### src/sv/cldp_pkg.sv
// Shared types and constants of the codebook dot-product block.
package cldp_pkg;

	localparam logic [1:0] CMD_LUT  = 2'd0;
	localparam logic [1:0] CMD_BYTE = 2'd1;
	localparam logic [1:0] CMD_ACT  = 2'd2;

	localparam logic [1:0] CFG_INDEX_BITS = 2'd0;
	localparam logic [1:0] CFG_FORMAT     = 2'd1;
	localparam logic [1:0] CFG_ROW_LENGTH = 2'd2;

	localparam int CFG_W     = 13;
	localparam int WIDX_W    = 30;
	localparam int BITPOS_W  = 34;
	localparam int BYTEPOS_W = 31;
	localparam int PTR_W     = 32;
	localparam int EXP_W     = 11;

	localparam logic [31:0] CANON_NAN = 32'h7FC0_0000;

	typedef struct packed {
		logic               sign;
		logic               nan;
		logic               inf;
		logic [21:0]        sig;
		logic signed [7:0]  exp;
	} prod_t;

	typedef struct packed {
		logic load;
		logic addr;
		logic bitp;
		logic rd_issue;
		logic rd_take;
		logic lut;
		logic dec;
		logic norm;
		logic align;
		logic add;
		logic lzc;
		logic rnd;
		logic pack;
	} dp_cmd_t;

	typedef struct packed {
		logic in_act;
		logic last;
	} dp_stat_t;

	typedef struct packed {
		logic norm;
		logic align;
		logic add;
		logic lzc;
		logic rnd;
		logic pack;
		logic clear;
	} fma_cmd_t;

endpackage

### src/sv/cldp_ctrl.sv
// Controller state machine sequencing each activation through the datapath.
module cldp_ctrl (
	input  logic                clk,
	input  logic                arst_n,
	input  logic                in_valid,
	output logic                in_ready,
	output logic                out_valid,
	input  logic                out_ready,
	input  cldp_pkg::dp_stat_t  stat,
	output cldp_pkg::dp_cmd_t   ctl
);

	typedef enum logic [3:0] {
		S_IDLE, S_ADDR, S_BITP, S_RD0, S_RD1, S_RD2, S_RD3, S_LUT,
		S_DEC, S_NORM, S_ALIGN, S_ADD, S_LZC, S_RND, S_PACK
	} state_t;

	state_t state_q;
	logic   out_valid_q;
	logic   pack_go;

	assign pack_go   = !(stat.last && out_valid_q && !out_ready);
	assign in_ready  = (state_q == S_IDLE);
	assign out_valid = out_valid_q;

	always_comb begin
		ctl = '0;
		unique case (state_q)
			S_IDLE:  ctl.load = in_valid;
			S_ADDR:  ctl.addr = 1'b1;
			S_BITP:  ctl.bitp = 1'b1;
			S_RD0:   ctl.rd_issue = 1'b1;
			S_RD1, S_RD2: begin
				ctl.rd_issue = 1'b1;
				ctl.rd_take  = 1'b1;
			end
			S_RD3:   ctl.rd_take = 1'b1;
			S_LUT:   ctl.lut = 1'b1;
			S_DEC:   ctl.dec = 1'b1;
			S_NORM:  ctl.norm = 1'b1;
			S_ALIGN: ctl.align = 1'b1;
			S_ADD:   ctl.add = 1'b1;
			S_LZC:   ctl.lzc = 1'b1;
			S_RND:   ctl.rnd = 1'b1;
			S_PACK:  ctl.pack = pack_go;
			default: ;
		endcase
	end

	always_ff @(posedge clk or negedge arst_n) begin
		if (!arst_n) begin
			state_q     <= S_IDLE;
			out_valid_q <= 1'b0;
		end else begin
			if ((state_q == S_PACK) && pack_go && stat.last) out_valid_q <= 1'b1;
			else if (out_valid_q && out_ready) out_valid_q <= 1'b0;
			unique case (state_q)
				S_IDLE:  if (in_valid && stat.in_act) state_q <= S_ADDR;
				S_ADDR:  state_q <= S_BITP;
				S_BITP:  state_q <= S_RD0;
				S_RD0:   state_q <= S_RD1;
				S_RD1:   state_q <= S_RD2;
				S_RD2:   state_q <= S_RD3;
				S_RD3:   state_q <= S_LUT;
				S_LUT:   state_q <= S_DEC;
				S_DEC:   state_q <= S_NORM;
				S_NORM:  state_q <= S_ALIGN;
				S_ALIGN: state_q <= S_ADD;
				S_ADD:   state_q <= S_LZC;
				S_LZC:   state_q <= S_RND;
				S_RND:   state_q <= S_PACK;
				S_PACK: begin
					if (pack_go) state_q <= S_IDLE;
				end
				default: state_q <= S_IDLE;
			endcase
		end
	end

endmodule

### config.mk
export PLATFORM = sky130hd
export DESIGN_NAME = cldp_ctrl
export DESIGN_NICKNAME = d
export VERILOG_FILES = /design/src/sv/cldp_pkg.sv /design/src/sv/cldp_ctrl.sv
export SDC_FILE = /design/constraint.sdc
export NUM_CORES = 1
export LEC_CHECK = 0
export BUFFER_PORTS_ARGS = -buffer_cell sky130_fd_sc_hd__clkbuf_2
export CORE_AREA = 2 2 39 41
export DETAILED_ROUTE_END_ITERATION = 12
export DIE_AREA = 0 0 41 43
export PLACE_DENSITY_LB_ADDON = 0.08
export SKIP_LAST_GASP = 1
export SYNTH_ARGS = -nofsm -noshare
export SYNTH_HDL_FRONTEND = slang
export SYNTH_SLANG_ARGS = --single-unit
### constraint.sdc
create_clock -name clk -period 1.3 [get_ports clk]
set_input_delay 0.195 -clock clk [delete_from_list [all_inputs] [get_ports clk]]
set_output_delay 0.195 -clock clk [all_outputs]
set_load 0.01 [all_outputs]
==> results of run 1 <==
[Yosys cell counts (all sizes together)]
library cell and n:
nor2 7, dfrtp 5, nor3 5, buf 4, nand2 4, nand2b 4, inv 2, o21ai 2
a2111oi 1, a21oi 1, a221o 1, a311oi 1, and2 1, and3b 1, mux2 1, nor2b 1
nor4 1, o211ai 1, o32ai 1
[metal layers]
| metal | track usage, % | share of wire (%) | vias to the layer above |
|---|---|---|---|
| met4 | 6.00 | 1.1 | 0 |
| met2 | 23.1 | 49 | 18 |
| met5 | 0 | 0 | - |
| met3 | 8.90 | 7.6 | 2 |
| li1 | - | - | 230 |
| met1 | 21.4 | 43 | 205 |
[what timing repair did]
action                     4_1_cts  5_1_grt
setup endpoints to repair       15       16
pin swaps                        4        2
gates cloned                     0        0
hold buffers                     1        0
setup buffers                    5        2
hold endpoints to repair         5        0
gates resized for setup         19       15
[worst max-delay path, cell delays in order (launching register included)]
cell	delay, ps
sky130_fd_sc_hd__dfrtp_2	390
sky130_fd_sc_hd__buf_4	140
sky130_fd_sc_hd__mux2_2	330
sky130_fd_sc_hd__nor2_1	80
sky130_fd_sc_hd__clkbuf_2	130
[layout by cell type (no fill, tap or decap), types with 2 or more instances in the layout]
cell and count:
sky130_fd_sc_hd__clkbuf_4 3, sky130_fd_sc_hd__inv_1 2, sky130_fd_sc_hd__nand2_1 3, sky130_fd_sc_hd__nor2_1 6, sky130_fd_sc_hd__nand2b_4 4, sky130_fd_sc_hd__o21ai_0 2
sky130_fd_sc_hd__dfrtp_1 2, sky130_fd_sc_hd__dfrtp_2 3, sky130_fd_sc_hd__buf_2 9, sky130_fd_sc_hd__buf_4 13, sky130_fd_sc_hd__nor3_2 4, sky130_fd_sc_hd__clkbuf_2 10
sky130_fd_sc_hd__buf_6 5
[layout make-up]
cell class / instances / area (um2) / share of cell area [%]
clock buffer: 4 / 26.3 / 3.61
inverter: 2 / 7.51 / 1.03
multi-input combinational: 33 / 287 / 39.3
sequential: 5 / 129 / 17.7
tap: 16 / 20.0 / 2.75
timing repair buffer: 38 / 259 / 35.6
[kinds of logic after synthesis]
group                  Yosys count
AOI/OAI and AO/OA                8
buffers and inverters            6
DFF                              5
muxes                            1
and+or+nand+nor                 24
[registers in the layout (all words and copies together) (netlist names)]
register,flops
state_q,4
out_valid,1
[path summary, 6_finish.rpt]
| path | startpoint | endpoint | slack, ps | cells past startpoint |
|---|---|---|---|---|
| worst max-delay path | state_q[2]$_DFFE_PN0P_ | ctl[9] | -220 | 4 |
| worst min-delay path | out_ready | out_valid$_DFFE_PN0P_ | 150 | 2 |
| worst max register to register | state_q[3]$_DFFE_PN0P_ | state_q[0]$_DFFE_PN0P_ | -170 | 3 |
| worst min register to register | out_valid$_DFFE_PN0P_ | out_valid$_DFFE_PN0P_ | 550 | 2 |
| max in group asynchronous | arst_n | state_q[0]$_DFFE_PN0P_ | 860 | 2 |
| min in group asynchronous | arst_n | state_q[2]$_DFFE_PN0P_ | 280 | 2 |
[power groups by stage]
stage               Clock (mW)  Combinational, mW  Sequential, mW
global route             0.223               1.37           0.347
CTS                      0.198               1.15           0.334
global placement             0              0.831           0.332
finish                   0.197               1.28           0.339
floorplan                    0              0.554           0.253
detailed placement           0              0.817           0.335
[stage by stage]
stage	std cells	hold WS (ps)	total power [mW]
floorplan	44	-101	0.806
global placement	86	15.5	1.16
detailed placement	86	15.0	1.15
CTS	96	144	1.68
global route	98	165	1.94
finish	98	147	1.82
==> results.md, run 1 <==
Logic synthesis:
- After Yosys synthesis, and, or, nand and nor cells account for 36.8% of the synthesized area.
- The sequential element share of the synthesized area is 34.4%.
- The net count after synthesis is 50.
- Ranked by total cell area, the synthesized netlist is headed by sky130_fd_sc_hd__dfrtp_1 34%, sky130_fd_sc_hd__nor2_1 7.2%, sky130_fd_sc_hd__nand2b_1 6.9%, sky130_fd_sc_hd__nor3_1 6.9%, sky130_fd_sc_hd__buf_4 6.2%.
- The cell area that synthesis handed to floorplanning was 364 um2.
- Of the total synthesized cell area, the portion taken by XOR and XNOR cells is 0%.
- The count of yosys warnings during synthesis is 0.
- Synthesis inferred 5 register bits.
- The main combinational cell family by area after synthesis is simple AND/OR/NAND/NOR gates.
- The compound-gate portion of the synthesized area is 16.2%.
- The post-synthesis instance total is 44.
- The post-synthesis mux area share is 3.09%.
- In this run, distinct cell masters in the synthesized netlist total 20.
- The top cell type's share of synthesized area is 34.4%.
- The mean instance size in the synthesized netlist is 8.27 um2.
- The biggest area contributor in the post-synthesis netlist is sky130_fd_sc_hd__dfrtp_1.
- Of the total synthesized cell area, the portion taken by full adders, half adders and majority gates is 0%.

Place:
- Input and output buffers added on the ports amount to 20.
- The pre-CTS setup slack is -58.8 ps.
- The detailed placer's ending HPWL is 777 um.
- Routability-driven placement finished with a final weighted congestion of 0.679.
- The placed instances occupy a cell area of 532 um2.

Power and ir drop:
- The analysis attributes to cell leakage a power of 0.359 nW.
- The internal power of the cells totals 1.03 mW.
- The switching part of the total power is 43.2%.
- The part of the total power dissipated in sequential elements is 18.6%.
- The part of the total power dissipated in the clock network is 10.8%.
- Summed over all nets, the switching power comes to 0.784 mW.
- IR analysis of the VDD net gives a maximum drop of 0.00106 V.
- The total power density per cell area is 2500 nW/um2.
- The combinational group share of total power is 70.5%.

Finish:
- In the final design database the tool counted 89 nets.
- Fill cells in the final layout number 137.
- The area growth from synthesis to layout is 100%.
- The final design utilization is 52.6%.
- The proportion of layout cells with a drive suffix above 1 is 70.7%.
- With fillers left out, the area of the finished cells amounts to 728 um2.
- The number of antenna diodes in the final layout is 0.

Outcome:
- The final reports fail on setup timing.
- The flow ran to the end, but the final reports show violations.

Routing:
- After detailed routing, the total wire length is 1240 um.
- The per-cell via count in the routed design is 4.64.
- The remaining antenna violation count after routing is 0.
- In the final routed layout, each cell accounts on average for 12.7 um.
- The first-pass iteration count of the detailed router is 2.
- For this run, design rule violations remaining after detail routing come to 0.
- Detailed routing inserted a total of 455 vias.
- The first routing iteration left 5 violations.

Global routing:
- The first global-routing pass estimated 1880 um of wire.
- The total overflow reported by the global router is 0.
- The overall fraction of global-route tracks in use is 16.7%.
- The via count of the first global-routing pass was 424.
- The initial antenna violation count is 0.
- The pin count of the biggest net entering global routing is 8.

Clock tree:
- The maximum level of the CTS H-tree is 1.
- The clock transition time at the flip-flop clock pins of the worst setup and hold paths is 50 ps.
- The number of clock sinks seen by CTS is 5.
- Counting the buffers created by CTS gives 3.
- The root buffer selected by CTS is sky130_fd_sc_hd__clkbuf_4.
- The number of buffers between clock root and the deepest sink is 2.
- TritonCTS built the clock tree.
- Clock latency on the worst-skew pair, taken at its later pin, is 250 ps.

Floorplan:
- The area of the die is 1760 um2.
- The floorplan step set the die width to 41 um.
- The initialized floorplan defines 14 standard-cell rows.
- The region available for standard cell placement spans 1380 um2.
- For this design the top-level I/O count stands at 21.
- The initial cell density of the core is 26.3%.
- From bottom edge to top edge, the die measures 43 um.

Setup path:
- The maximum fanout encountered on the critical timing path is 3.
- The critical path in this run is classified as reg -> out.
- The endpoint type of the worst setup path is an output pin.
- For the worst setup path, the data arrival time is 1320 ps.
- The kind of start point of the critical path is a flop.
- At the worst endpoint, the required time is 1110 ps.

Timing:
- The post-layout minimum cycle time is 1520 ps.
- The final count of pins violating max slew came to 0.
- For the pin with the worst max-slew slack, the measured transition is 568 ps.
- The clock skew after layout is 6.27 ps.
- After layout, the worst path uses 117% of the clock period.
- Setup violations remaining at the end of the flow were counted as 16.
- The final number of hold-violating endpoints is 0.
- Measured against its own limit, the worst slew margin works out to 61.2%.
- Setup repair after global routing could not meet its margin everywhere.
- The maximum clock frequency is 0.659 GHz.
- For the final routed database, the setup TNS stands at -1850 ps.
- Once routing completed, OpenROAD measured the worst setup slack at -219 ps.

Worst hold path:
- The kind of path behind the tightest hold check is in -> reg.

Run:
- The max-cap violation count is 0.
(Power assumes the default switching activity.)
==> run 2, diff against run 1 <==
==> constraint.sdc (replaced) <==
create_clock -name clk -period 1.4 [get_ports clk]
set_input_delay 0.21 -clock clk [delete_from_list [all_inputs] [get_ports clk]]
set_output_delay 0.21 -clock clk [all_outputs]
set_load 0.01 [all_outputs]
==> results.md, run 2 (same netlist as run 1, synthesis figures left out) <==
Finish:
- The register bank with the most flops is state_q.
- The area growth from synthesis to layout is 104%.
- Leaving out fill and tap cells, the most frequent cell in the layout is sky130_fd_sc_hd__buf_4.
- The proportion of layout cells with a drive suffix above 1 is 70.9% (+0.20 points).
- In the layout the commonest cells are 15 x sky130_fd_sc_hd__buf_4, 10 x sky130_fd_sc_hd__clkbuf_2, 9 x sky130_fd_sc_hd__buf_2, 7 x sky130_fd_sc_hd__buf_6, 5 x sky130_fd_sc_hd__nor2_1.
- The diode insertion count for antenna repair is 0 (unchanged).
- The layout net count came to 93 (+4.5%).
- The final design utilization came to 53.7% (+1.1 points).
- The design area is 743 um2 (+2.1%).
- The final cell count without fillers is 102 (+4.1%).
- The flip-flop count of the largest register, all copies and words added is 4 (unchanged).

Timing:
- The final number of hold-violating endpoints is 0 (unchanged).
- The tightest slew margin relative to the limit is 77.7% (+17 points).
- Setup repair after global routing could not meet its margin everywhere.
- The minimum setup slack in the final design is -82.7 ps (+136 ps).
- The total negative slack for setup checks is -266 ps (+1590 ps).
- The worst hold slack across all endpoints came to 164 ps (+16.8 ps).
- The number of failing setup endpoints in the final timing report was 7 (-9).
- The slew at the pin closest to its max-slew limit is 334 ps (-234 ps).
- The worst path in the final design needs a cycle of 1480 ps, including I/O delays and setup.
- Dividing the final minimum period by the clock period gives 106%.
- The final count of pins violating max slew came to 0 (unchanged).
- The clock skew after layout was 8.65 ps (+2.38 ps).
- The maximum clock frequency is 0.674 GHz.

Clock tree:
- The number of buffers created by CTS is 3 (unchanged).
- The number of clock sinks seen by CTS is 5 (unchanged).
- The number of buffers between clock root and the deepest sink is 2 (unchanged).
- The clock transition time at the flip-flop clock pins of the worst setup and hold paths was 50 ps (about the same).
- The root buffer selected by CTS is sky130_fd_sc_hd__clkbuf_4.
- The maximum level of the CTS H-tree is 1 (unchanged).
- The CTS tree is yes.
- The insertion delay to the later sink of the worst-skew pair is 250 ps (about the same).

Routing:
- The vias after detailed routing is 482 (+5.9%).
- The per-cell via count in the routed design was 4.73 (+1.8%).
- The remaining antenna violation count after routing is 0 (unchanged).
- The first-pass iteration count of the detailed router is 3 (+1).
- The number of DRC violations after detailed routing is 0 (unchanged).
- The number of design-rule violations left by the first detailed-router iteration is 5 (unchanged).
- The average wire per standard cell is 11.4 um (-10%).
- The total length of routed wires came to 1160 um (-6.8%).

Setup path:
- The endpoint identified for the worst register-to-register timing path is state_q[0]$_DFFE_PN0P_.
- The worst path arrival time came to 1270 ps (-50 ps).
- For this design, the slowest cell found on the critical path is sky130_fd_sc_hd__dfrtp_2.
- The setup slack on the worst flop-to-flop path is 80 ps (+250 ps).
- The signal on the critical path passes through nor4_4 > and2_1 > buf_2.
- The launch instance of the worst register-to-register path is state_q[1]$_DFFE_PN0P_.
- The maximum fanout encountered on the critical timing path is 6 (+3).
- The maximum single-stage delay on the critical path is 460 ps (+70 ps).
- The worst setup path is of the reg -> out kind.
- The worst setup path is captured at an output pin.
- The required time of the worst setup path is 1190 ps (+80 ps).
- The cell depth of the worst flop-to-flop path is 4 (+1).
- STA classifies the critical path startpoint as a flop.

Place:
- The total placed cells including tap cells is 81 (-5.8%).
- The pre-CTS setup slack came to 41.5 ps (+100 ps).
- The placer congestion estimate was 0.729 (+7.3%).
- The count of buffers inserted at the top-level ports is 20 (unchanged).
- The post-placement cell area was 494 um2 (-7.1%).
- The detailed placer's ending HPWL is 691 um (-11%).

Power and ir drop:
- The total power is 1.67 mW (-8.0%).
- The static leakage power is 0.370 nW (+2.9%).
- The total power density per cell area was 2250 nW/um2 (-9.8%).
- The part of the total power dissipated in sequential elements came to 21.4% (+2.8 points).
- The design internal power is 0.986 mW (-4.5%).
- The peak ir drop on the vdd network is 0.000942 V (-11%).
- The switching part of the total power is 41.1% (-2.1 points).
- The combinational group share of total power came to 67.8% (-2.7 points).
- The part of the total power dissipated in the clock network is 10.8% (about the same).
- The total net switching power is 0.687 mW (-12%).

Global routing:
- The via count of the first global-routing pass is 432 (+1.9%).
- The overall fraction of global-route tracks in use is 16.5% (-0.18 points).
- The initial antenna violation count is 0 (unchanged).
- The pin count of the biggest net entering global routing was 8 (unchanged).
- The total overflow reported by the global router is 0 (unchanged).
- The wire length of the first global-routing pass was 1880 um (-0.37%).

Floorplan:
- The die span in x was 41 um (unchanged).
- The area of the die was 1760 um2 (unchanged).
- The overall die height was 43 um (unchanged).
- The initial cell density of the core is 26.3% (unchanged).
- The number of top-level design ports is 21 (unchanged).
- The total core area is 1380 um2 (unchanged).
- The placement row count is 14 (unchanged).

Outcome:
- The final reports fail on setup timing.
- The run finished, with violations left.

Worst hold path:
- The kind of path behind the tightest hold check is in -> reg.
- The launch instance of the worst min-delay path is out_ready.
- The worst hold path terminates at out_valid$_DFFE_PN0P_.
- The instance count along the most critical hold path is 2 (unchanged).

Run:
- The max-cap violation count was 0 (unchanged).
==> run 2: final cells by class <==
cell class | count | area (um2)
fill | 133 | 641
timing repair buffer | 42 | 297
multi-input combinational | 33 | 263
sequential | 5 | 130
clock buffer | 4 | 26.3
tap | 16 | 20.0
inverter | 2 | 7.51
==> run 2: layer usage <==
layer  routed length [um]  global-route usage [%]  vias up
met4                    0                    8.00        0
met2                  596                    22.8       16
li1                     -                       -      239
met5                    0                       0        -
met1                  498                    20.7      227
met3                   62                    7.85        0
==> run 2: critical path, delay by kind of cell, from the launching register on <==
family	cells	cell delay, ps
flip-flops	1	460
buffers and inverters	1	120
AND/OR/NAND/NOR	2	440
==> run 2: power by group through the flow <==
| stage | clock [mW] | sequential (mW) | combinational [mW] |
|---|---|---|---|
| floorplan | 0 | 0.235 | 0.514 |
| global placement | 0 | 0.369 | 0.602 |
| detailed placement | 0 | 0.370 | 0.595 |
| CTS | 0.190 | 0.353 | 1.09 |
| global route | 0.199 | 0.370 | 1.22 |
| finish | 0.180 | 0.358 | 1.13 |
==> run 2: worst max path at each step <==
| stage | from | to | slack (ps) | cells past startpoint |
|---|---|---|---|---|
| 2_1_floorplan | state_q[1]$_DFFE_PN0P_ | ctl[12] | 130 | 3 |
| 3_3_place_gp | state_q[1]$_DFFE_PN0P_ | ctl[9] | 70 | 4 |
| 3_5_place_dp | state_q[1]$_DFFE_PN0P_ | ctl[9] | 40 | 4 |
| 4_1_cts | state_q[0]$_DFFE_PN0P_ | ctl[12] | -100 | 3 |
| 5_1_grt | state_q[1]$_DFFE_PN0P_ | ctl[6] | -150 | 4 |
| 6_report | state_q[0]$_DFFE_PN0P_ | ctl[12] | -80 | 3 |
==> run 2: what timing repair did <==
action / CTS / global route
gates resized for setup: 22 / 14
pin swaps: 4 / 1
endpoints found under the setup margin: 14 / 15
endpoints found under the hold margin: 5 / 0
hold buffers: 1 / 0
setup buffers: 16 / 1
==> run 3, diff against run 2 <==
--- a/config.mk
+++ b/config.mk
@@ -5,6 +5,7 @@
 export SDC_FILE = /design/constraint.sdc
 export NUM_CORES = 1
 export LEC_CHECK = 0
+export ABC_AREA = 1
 export BUFFER_PORTS_ARGS = -buffer_cell sky130_fd_sc_hd__clkbuf_2
 export CORE_AREA = 2 2 39 41
 export DETAILED_ROUTE_END_ITERATION = 12
==> results.md, run 3 <==
Logic synthesis:
- Yosys instantiated no cell more often than sky130_fd_sc_hd__nand2_1.
- The count of flip-flops with a built-in enable after synthesis is 0 (unchanged).
- The combined area of all synthesized cells was 425 um2 (+17%).
- By area the synthesized netlist is led by sky130_fd_sc_hd__dfrtp_1 29%, sky130_fd_sc_hd__nand2_1 19%, sky130_fd_sc_hd__inv_1 17%, sky130_fd_sc_hd__nor2_1 14%, sky130_fd_sc_hd__nand2_2 2.9%.
- Summed over all instances, the cell type with the most area after synthesis is sky130_fd_sc_hd__dfrtp_1.
- The sequential element share of the synthesized area is 29.4% (-5.0 points).
- Among all flip-flop cells after synthesis, the most frequent one is sky130_fd_sc_hd__dfrtp_1.
- The mean instance size in the synthesized netlist is 5.67 um2 (-31%).
- The post-synthesis instance total is 75 (+70%).
- The post-synthesis cell type count is 14 (-30%).
- The net count after synthesis is 81 (+62%).
- The top cell type's share of synthesized area was 29.4% (-5.0 points).
- The count of yosys warnings during synthesis is 0 (unchanged).
- The flop and latch count out of synthesis is 5 (unchanged).
- The async set or reset register ratio after synthesis is 100% (unchanged).
- Ranked by instance count, the synthesized netlist is headed by 21 x sky130_fd_sc_hd__nand2_1, 19 x sky130_fd_sc_hd__inv_1, 16 x sky130_fd_sc_hd__nor2_1, 5 x sky130_fd_sc_hd__dfrtp_1.

Worst hold path:
- The worst hold path belongs to the class in -> reg.

Clock tree:
- The insertion delay to the later sink of the worst-skew pair was 240 ps (about the same).
- The root buffer selected by CTS is sky130_fd_sc_hd__clkbuf_4.
- The number of buffers between clock root and the deepest sink came to 2 (unchanged).
- The maximum level of the CTS H-tree was 1 (unchanged).
- The CTS tree is yes.
- The clock transition time at the flip-flop clock pins of the worst setup and hold paths is 40 ps (about the same).
- The number of buffers created by CTS is 3 (unchanged).
- The number of clock sinks seen by CTS is 5 (unchanged).

Power and ir drop:
- The switching part of the total power is 50.4% (+9.3 points).
- The peak ir drop on the vdd network is 0.00107 V (+13%).
- The total power density per cell area is 2240 nW/um2 (-0.53%).
- The static leakage power is 0.417 nW (+13%).
- The total net switching power is 0.741 mW (+7.9%).
- The design internal power is 0.730 mW (-26%).
- The part of the total power dissipated in the clock network is 11.0% (+0.2 points).
- The combinational group share of total power is 63.1% (-4.7 points).
- The total power came to 1.47 mW (-12%).
- The part of the total power dissipated in sequential elements is 25.9% (+4.5 points).

Setup path:
- The critical path goes through inv_2 > nor2_4 > inv_2 > o22ai_1 > buf_2.
- The endpoint type of the worst setup path is an output pin.
- The maximum fanout encountered on the critical timing path is 6 (unchanged).
- The category of cells accounting for the largest share of critical-path delay is flip-flops.
- The cell type of the slowest stage on the worst timing path is sky130_fd_sc_hd__dfrtp_2.
- The critical path class is reg -> out.
- The count of buffering cells on the critical path with inverters included is 3 (+2).
- The required time of the worst setup path came to 1190 ps (about the same).
- The cell repeated most along the worst path is sky130_fd_sc_hd__inv_2.
- The worst path arrival time came to 1210 ps (-60 ps).
- The kind of start point of the critical path is a flop.
- The maximum single-stage delay on the critical path is 460 ps (about the same).

Place:
- The detailed placer's ending HPWL is 815 um (+18%).
- The placer congestion estimate came to 0.772 (+5.9%).
- The pre-CTS setup slack is 115 ps (+73.0 ps).
- The count of buffers inserted at the top-level ports was 20 (unchanged).

Global routing:
- The via count of the first global-routing pass is 425 (-1.6%).
- The global-route met2 utilization was 18.4% (-4.4 points).
- The initial antenna violation count was 0 (unchanged).
- The total overflow reported by the global router is 0 (unchanged).
- The met3 routing resource usage after global routing is 3.14% (-4.7 points).
- The wire length of the first global-routing pass is 1610 um (-14%).
- The layer carrying the most global-route usage is met2.
- The pin count of the biggest net entering global routing is 9 (+1).
- The overall fraction of global-route tracks in use was 13.5% (-3.0 points).
- The met1 usage in global routing was 18.0% (-2.7 points).

Finish:
- The top cell types in the final layout, fill and taps aside, are 21 x sky130_fd_sc_hd__nand2_1, 17 x sky130_fd_sc_hd__clkbuf_2, 15 x sky130_fd_sc_hd__inv_1, 10 x sky130_fd_sc_hd__nor2_1.
- The flip-flop count of the largest register, all copies and words added was 4 (unchanged).
- The proportion of layout cells with a drive suffix above 1 came to 46.2% (-25 points).
- The number of fillers in the final layout is 157 (+18%).
- The final design utilization is 47.5% (-6.2 points).
- The register with the most flip-flops in the final layout is state_q.
- The layout net count is 111 (+19%).
- The sequential cell area is 130 um2 (unchanged).
- The area growth from synthesis to layout is 54.4%.
- The area used by multi-input combinational logic came to 262 um2 (-0.48%).
- The diode insertion count for antenna repair is 0 (unchanged).
- Leaving out fill and tap cells, the most frequent cell in the layout is sky130_fd_sc_hd__nand2_1.

Outcome:
- The run finished, with violations left.
- The checks that failed: setup timing.

Timing:
- The total negative slack for setup checks came to -23.9 ps (+242 ps).
- The maximum clock frequency came to 0.702 GHz (+4.1%).
- The slew at the pin closest to its max-slew limit was 192 ps (-143 ps).
- Setup repair after global routing could not meet its margin everywhere.
- The final count of pins violating max slew is 0 (unchanged).
- The tightest slew margin relative to the limit is 87.2% (+9.6 points).
- The minimum setup slack in the final design is -23.9 ps (+58.8 ps).
- The number of failing setup endpoints in the final timing report is 1 (-6).
- The worst hold slack across all endpoints is 183 ps (+19.2 ps).
- The post-layout minimum cycle time was 1420 ps (-58.8 ps).
- The clock skew after layout is 2.20 ps (-6.45 ps).
- The final number of hold-violating endpoints was 0 (unchanged).
- The share of the cycle needed by the critical path after routing is 102% (-4.2 points).

Floorplan:
- The die span in x is 41 um (unchanged).
- The number of top-level design ports came to 21 (unchanged).
- The initial cell density of the core is 30.7% (+4.4 points).
- The placement row count was 14 (unchanged).
- The total core area came to 1380 um2 (unchanged).
- The overall die height is 43 um (unchanged).
- The area of the die came to 1760 um2 (unchanged).

Routing:
- The remaining antenna violation count after routing is 0 (unchanged).
- The number of DRC violations after detailed routing came to 0 (unchanged).
- The first-pass iteration count of the detailed router is 4 (+1).
- The vias after detailed routing is 518 (+7.5%).
- The average wire per standard cell is 8.91 um (-22%).
- The per-cell via count in the routed design is 4.32 (-8.7%).
- The number of design-rule violations left by the first detailed-router iteration was 3 (-2).
- The total length of routed wires is 1070 um (-7.7%).

Run:
- The max-cap violation count is 0 (unchanged).
run 3: path summary, 6_finish.rpt:
path	start	end	slack, ps	cells after the start
min in group asynchronous	arst_n	state_q[0]$_DFFE_PN0P_	320	2
worst max register to register	state_q[2]$_DFFE_PN0P_	state_q[1]$_DFFE_PN0P_	280	6
max in group asynchronous	arst_n	state_q[1]$_DFFE_PN0P_	930	2
worst min-delay path	out_ready	out_valid$_DFFE_PN0P_	180	2
worst min register to register	out_valid$_DFFE_PN0P_	out_valid$_DFFE_PN0P_	560	2
worst max-delay path	state_q[2]$_DFFE_PN0P_	ctl[9]	-20	5
run 3: repair_timing:
action,4_1_cts,5_1_grt
gates resized for setup,13,9
endpoints found under the setup margin,14,14
buffers inserted,2,3
endpoints found under the hold margin,5,0
pin swaps,2,3
hold buffers,1,0
run 3: power by group through the flow:
stage	clock network, mW	registers [mW]	logic (mW)
floorplan	0	0.283	0.545
global placement	0	0.324	0.729
detailed placement	0	0.321	0.726
CTS	0.169	0.363	0.823
global route	0.176	0.397	1.04
finish	0.162	0.381	0.928
run 3: cells by family after synthesis:
| kind of cell | count (synthesis) | share of synthesized area (%) |
|---|---|---|
| AND/OR/NAND/NOR | 45 | 44.4 |
| buffers and inverters | 20 | 18.5 |
| flip-flops | 5 | 29.4 |
| AO/OA/AOI/OAI | 5 | 7.65 |
run 3: cell type report:
type	count	share of cell area, %
Inverter	19	10.9
Sequential cell	5	19.8
Multi-Input combinational cell	50	39.8
Timing Repair Buffer	26	22.5
Clock buffer	4	4.00
Tap cell	16	3.05
run 3: worst reg2reg max path: stages (launching register included):
cell                      delay, ps
sky130_fd_sc_hd__dfrtp_2        470
sky130_fd_sc_hd__nand2_2        160
sky130_fd_sc_hd__inv_1           50
sky130_fd_sc_hd__nand2_1         70
sky130_fd_sc_hd__nand2_1         50
sky130_fd_sc_hd__nor2_1         100
sky130_fd_sc_hd__nand3_1         90
run 3: through the flow:
step / cells / area, um2
final: 120 / 657
after global routing: 120 / 657
after CTS: 117 / 619
after detailed placement: 110 / 538
after global placement: 110 / 538
after floorplan: 75 / 425
run 3: layer usage:
metal  routed length [um]  part of all wire [%]  vias to the layer above
met5                    0                     0                        -
met1                  475                    44                      226
li1                     -                     -                      279
met2                  540                    51                       11
met3                   36                   3.4                        2
met4                   15                   1.4                        0
